$ cat config.mk
export PLATFORM = sky130hd
export DESIGN_NAME = dtab_ctrl
export DESIGN_NICKNAME = d
export VERILOG_FILES = /design/src/hw/rtl/dtab_pkg.sv /design/src/hw/rtl/dtab_ctrl.sv
export SDC_FILE = /design/constraint.sdc
export NUM_CORES = 1
export LEC_CHECK = 0
export CORE_AREA = 2 2 39 41
export CTS_BUF_LIST = sky130_fd_sc_hd__clkbuf_8
export DETAILED_ROUTE_END_ITERATION = 16
export DIE_AREA = 0 0 41 43
export DONT_BUFFER_PORTS = 1
export GPL_ROUTABILITY_DRIVEN = 1
export PLACE_DENSITY_LB_ADDON = 0.15
export SLEW_MARGIN = 5
export SYNTH_ARGS = -nofsm -noshare
export SYNTH_HDL_FRONTEND = slang
export SYNTH_SLANG_ARGS = --single-unit
export TNS_END_PERCENT = 100
$ cat constraint.sdc
create_clock -name clk -period 1.55 [get_ports clk]
set_clock_uncertainty 0.2 [all_clocks]
set_input_delay 0 -clock clk [delete_from_list [all_inputs] [get_ports clk]]
set_output_delay 0 -clock clk [all_outputs]
set_load 0.01 [all_outputs]
$ cat src/hw/rtl/dtab_pkg.sv
package dtab_pkg;

  // Command codes carried in the input tuser.
  localparam logic [1:0] CMD_BLEND = 2'd0;
  localparam logic [1:0] CMD_READ  = 2'd1;
  localparam logic [1:0] CMD_CLEAR = 2'd2;

  // Configuration register indexes.
  localparam logic [2:0] REG_DEPTH_LEVEL = 3'd0;
  localparam logic [2:0] REG_SCISSOR_X   = 3'd1;
  localparam logic [2:0] REG_SCISSOR_Y   = 3'd2;
  localparam logic [2:0] REG_SCISSOR_W   = 3'd3;
  localparam logic [2:0] REG_SCISSOR_H   = 3'd4;

  localparam int PIXEL_BITS = 40;

  // One stored pixel, depth in the top byte and blue in the bottom byte.
  typedef struct packed {
    logic [7:0] depth;
    logic [7:0] alpha;
    logic [7:0] red;
    logic [7:0] green;
    logic [7:0] blue;
  } pixel_t;

  // Commands from the sequencer to the datapath.
  typedef struct packed {
    logic load_item;
    logic calc;
    logic mem_rd;
    logic mult;
    logic mem_wr;
    logic clr_init;
    logic clr_wr;
    logic res_load;
  } ctl_t;

  // Status from the datapath back to the sequencer.
  typedef struct packed {
    logic [1:0] cmd;
    logic       clr_done;
  } stat_t;

endpackage

$ cat src/hw/rtl/dtab_ctrl.sv
module dtab_ctrl (
  input  logic             clk,
  input  logic             rst_n,
  input  logic             in_tvalid,
  output logic             in_tready,
  output logic             out_tvalid,
  input  logic             out_tready,
  input  dtab_pkg::stat_t  stat,
  output dtab_pkg::ctl_t   ctl
);

  localparam logic [2:0] S_IDLE = 3'd0;
  localparam logic [2:0] S_ADDR = 3'd1;
  localparam logic [2:0] S_RD   = 3'd2;
  localparam logic [2:0] S_MUL  = 3'd3;
  localparam logic [2:0] S_WR   = 3'd4;
  localparam logic [2:0] S_CLR  = 3'd5;
  localparam logic [2:0] S_DONE = 3'd6;

  logic [2:0] state_r, state_nxt;
  logic       out_valid_r, out_valid_nxt;
  logic       slot_free;

  assign slot_free  = !out_valid_r || out_tready;
  assign in_tready  = (state_r == S_IDLE);
  assign out_tvalid = out_valid_r;

  always_comb begin
    state_nxt = state_r;
    ctl       = '0;
    case (state_r)
      S_IDLE: begin
        if (in_tvalid) begin
          ctl.load_item = 1'b1;
          state_nxt     = S_ADDR;
        end
      end
      S_ADDR: begin
        ctl.calc = 1'b1;
        if (stat.cmd == dtab_pkg::CMD_CLEAR) begin
          ctl.clr_init = 1'b1;
          state_nxt    = S_CLR;
        end else begin
          state_nxt = S_RD;
        end
      end
      S_RD: begin
        ctl.mem_rd = 1'b1;
        state_nxt  = S_MUL;
      end
      S_MUL: begin
        ctl.mult  = 1'b1;
        state_nxt = S_WR;
      end
      S_WR: begin
        ctl.mem_wr = 1'b1;
        state_nxt  = S_DONE;
      end
      S_CLR: begin
        ctl.clr_wr = 1'b1;
        if (stat.clr_done) begin
          state_nxt = S_DONE;
        end
      end
      S_DONE: begin
        if (slot_free) begin
          ctl.res_load = 1'b1;
          state_nxt    = S_IDLE;
        end
      end
      default: begin
        state_nxt = S_IDLE;
      end
    endcase
  end

  always_comb begin
    out_valid_nxt = out_valid_r;
    if (ctl.res_load) begin
      out_valid_nxt = 1'b1;
    end else if (out_tready) begin
      out_valid_nxt = 1'b0;
    end
  end

  always_ff @(posedge clk) begin
    if (!rst_n) begin
      state_r     <= S_IDLE;
      out_valid_r <= 1'b0;
    end else begin
      state_r     <= state_nxt;
      out_valid_r <= out_valid_nxt;
    end
  end

endmodule

==> results.md <==
Status:
- The run finished with clean final reports.

STA:
- The summed negative setup slack over all endpoints is 0 ns.
- The worst path uses 92.9% of the clock period.
- The number of max-slew violations in the final report is 0.
- For the finished layout, the period the worst path requires is 1.44 ns.
- The worst max-slew margin expressed relative to the limit is 75.4%.
- The measured slew at the worst slew-check pin is 0.368 ns.
- Timing would allow up to 0.694 GHz.
- The number of hold violations in the final report is 0.
- The final number of setup-violating endpoints is 0.

Worst hold path:
- The cell depth of the worst hold path is 3.
- The class of the most critical hold timing path is in -> reg.

Place:
- The placed instance area is 332 sq um.
- The number of port buffers is 0.
- The congestion estimate from routability-driven global placement came to 0.676.
- Once placement completed, the tool counted placed cells totaling 59.
- The post-detailed-placement half-perimeter wirelength is 609 um.

Critical path:
- The worst setup path is launched from a flop.
- The worst setup path is captured at an output pin.
- Walking the worst path, the cells encountered are inv_2 > and3_1 > and2_1.
- For the worst flop-to-flop path, the logic depth is 4.
- The slowest stage cell on the critical path is dfxtp_1.
- STA puts the critical path data required time at 1.35 ns.
- By startpoint and endpoint, the worst setup path is classified as reg -> out.
- In this design, the stage delay of the slowest critical-path cell is 0.53 ns.
- The endpoint arrival time on the critical path is 1.24 ns.
- The maximum fanout encountered on the critical timing path is 11.

Die:
- The chip height is 43 um.
- The core region is 1380 sq um.
- The overall die area is 1760 sq um.
- Row generation in the floorplan step produced 14 rows.
- Pin placement for this block handled 17 I/O pins.
- In this run the horizontal extent of the chip is 41 um.
- The initial core utilization is 22.6%.

Power:
- For this design the static power due to leakage is 0.173 nW.
- The total power after layout is 0.529 mW.
- The total power density per cell area is 1230 nW/um^2.
- The switching power summed over all nets is 0.169 mW.
- The combinational share of power is 29.0%.
- The internal power of the cells totals 0.360 mW.
- In this run, the clock network consumes 41.2% of the power.
- The switching part of the total is 32.0%.
- The maximum vdd drop is 387 uV.
- The portion of total power attributed to sequential cells is 29.8%.

Final layout:
- The post-layout instance count excluding filler cells is 67.
- The total inserted antenna cells is 0.
- Relative to the synthesized area, the layout overhead comes to 37.2%.
- The total of fill cells in the finished design is 160.
- The net count reported at finish is 60.
- At the end of the flow the core is filled with cells to 31.0%.
- Summing all non-filler instances in the final layout gives an area of 429 sq um.
- Cells with a size suffix above 1 make up 23.5% of the layout.

Route:
- Summed over all layers, the routed wires come to 783 um.
- The first routing iteration left 3 violations.
- The per-cell via count in the routed design is 5.30.
- The number of routed nets with antenna violations is 0.
- In the routed design, unresolved DRC markers number 0.
- After detailed routing, the average wire length per cell comes to 11.7 um.
- The number of detailed-routing iterations run before antenna repair is 4.
- The detailed router placed 355 vias in this run.

Clocking:
- The clock tree from TritonCTS is yes.
- The source-to-sink clock delay at the later pin of the worst-skew pair is 0.22 ns.
- CTS built an H-tree with a depth of 1.
- The clock drives 4 sinks.
- Counting along the longest clock path gives a buffer depth of 2.
- The buffer count from post-CTS setup fixing is 0.
- The clock input transition at the sequential cells of the worst setup and hold paths is 0.03 ns.
- The TritonCTS buffer count is 3.
- The master cell of the clock root buffer is clkbuf_8.

Yosys:
- In this run the cell area of the synthesized design comes to 313 sq um.
- The commonest cells after synthesis are nor3_1, o21ai_0, a21oi_1, dfxtp_1.
- The leading area contributor after synthesis is dfxtp_1.
- The number of enable flip-flop cells after synthesis is 0.
- After synthesis, the share of flip-flops with an asynchronous set or reset is 0%.
- The most repeated cell in the gate-level netlist after synthesis is nor3_1.
- Sorting the synthesized cells by area gives the leading types as dfxtp_1, nor3_1, o21ai_0, a21oi_1, and2_1.
- During synthesis, Yosys emitted a total of 0 warnings.
- Averaged over all synthesized cells, the footprint is 7.27 sq um.
- In the synthesized netlist the dominant register cell turns out to be dfxtp_1.
- Synthesis produced 43 cells.
- The total of flip-flops plus latches after synthesis is 4.
- The sequential cell area fraction in the yosys report is 25.6%.
- The share of synthesized area in the top cell type comes to 25.6%.
- The number of nets in the synthesized netlist is 50.
- The number of different library cells in the post-synthesis netlist is 20.

GRT:
- After global routing the overflow that remains totals 0.
- Entering global routing, the biggest net connects 13 pins.
- The global-route wire length before repair is 1210 um.
- The number of global-route vias before repair is 286.
- The initial antenna violation count is 0.
- Global routing used 10.6% of the available tracks across all layers.

Flow run:
- Across the run, the number of max-cap violations was 0.
## registers in the layout, summed over array words and instances, names as in the netlist
register and flops:
out_tvalid 1, state_r 3
## through the flow
step                worst slack (ns)  hold WS (ns)
floorplan                      0.238       -0.0824
CTS                           0.0566       0.00190
global placement               0.139       -0.0716
detailed placement             0.140       -0.0778
finish                         0.110      0.000945
global route                 -0.0138        0.0313
## metal layers
metal | global-route usage (%) | part of all wire (%)
met5 | 0 | 0
met3 | 7.33 | 8.6
met2 | 14.1 | 49
met4 | 8.00 | 1.3
met1 | 11.2 | 41
## cells by family (layout without fill, tap and decap cells)
family          Yosys count  in the layout  share of synthesized area, %
compound gates           14             14                          27.2
buf+inv                   7             15                          14.4
flops                     4              4                          25.6
simple gates             18             18                          32.8
## critical path, delay by kind of cell (launching register included)
family	cells	cell delay [ns]
buffers and inverters	1	0.10
AND/OR/NAND/NOR	2	0.38
flip-flops	1	0.53
## cells in the final DEF, fill, tap and decap left out, drive strengths merged
cell         netlist  final
a21oi              4      4
a31oi              2      2
a32oi              1      1
and2               3      3
and3               3      3
buf                4      4
clkbuf             0      3
dfxtp              4      4
dlygate4sd3        0      5
inv                3      3
nand2              2      2
nor2               1      1
nor2b              3      3
nor3               6      6
o21a               1      1
o21ai              5      5
o221a              1      1
## power by group through the flow
stage	Clock, mW	Combinational, mW	Sequential, mW
floorplan	0	0.139	0.130
global placement	0	0.143	0.158
detailed placement	0	0.141	0.158
CTS	0.223	0.154	0.156
global route	0.237	0.171	0.163
finish	0.218	0.153	0.158
## worst paths after layout
path / start / to / slack (ns)
worst max-delay path: state_r[2] / ctl[2] / 0.11
worst max register to register: state_r[2] / state_r[1] / 0.18
worst min register to register: state_r[1] / state_r[1] / 0.43
worst min-delay path: stat[2] / state_r[2] / 0.0009
## layout make-up
cell class	count	area [sq um]	share of cell area (%)
clock buffers	3	41.3	9.62
inverters	3	13.8	3.21
multi-input cells	32	193	44.9
flip-flops and latches	4	81.3	19.0
well taps	16	20.0	4.66
repair buffers	9	80.1	18.7
## what timing repair did
| action | CTS | global route |
|---|---|---|
| hold buffers | 5 | 0 |
| gates resized for setup | 0 | 2 |
| endpoints found under the setup margin | 0 | 2 |
| hold endpoints to repair | 5 | 0 |
No activity file was read; power rests on OpenSTA's default activity.
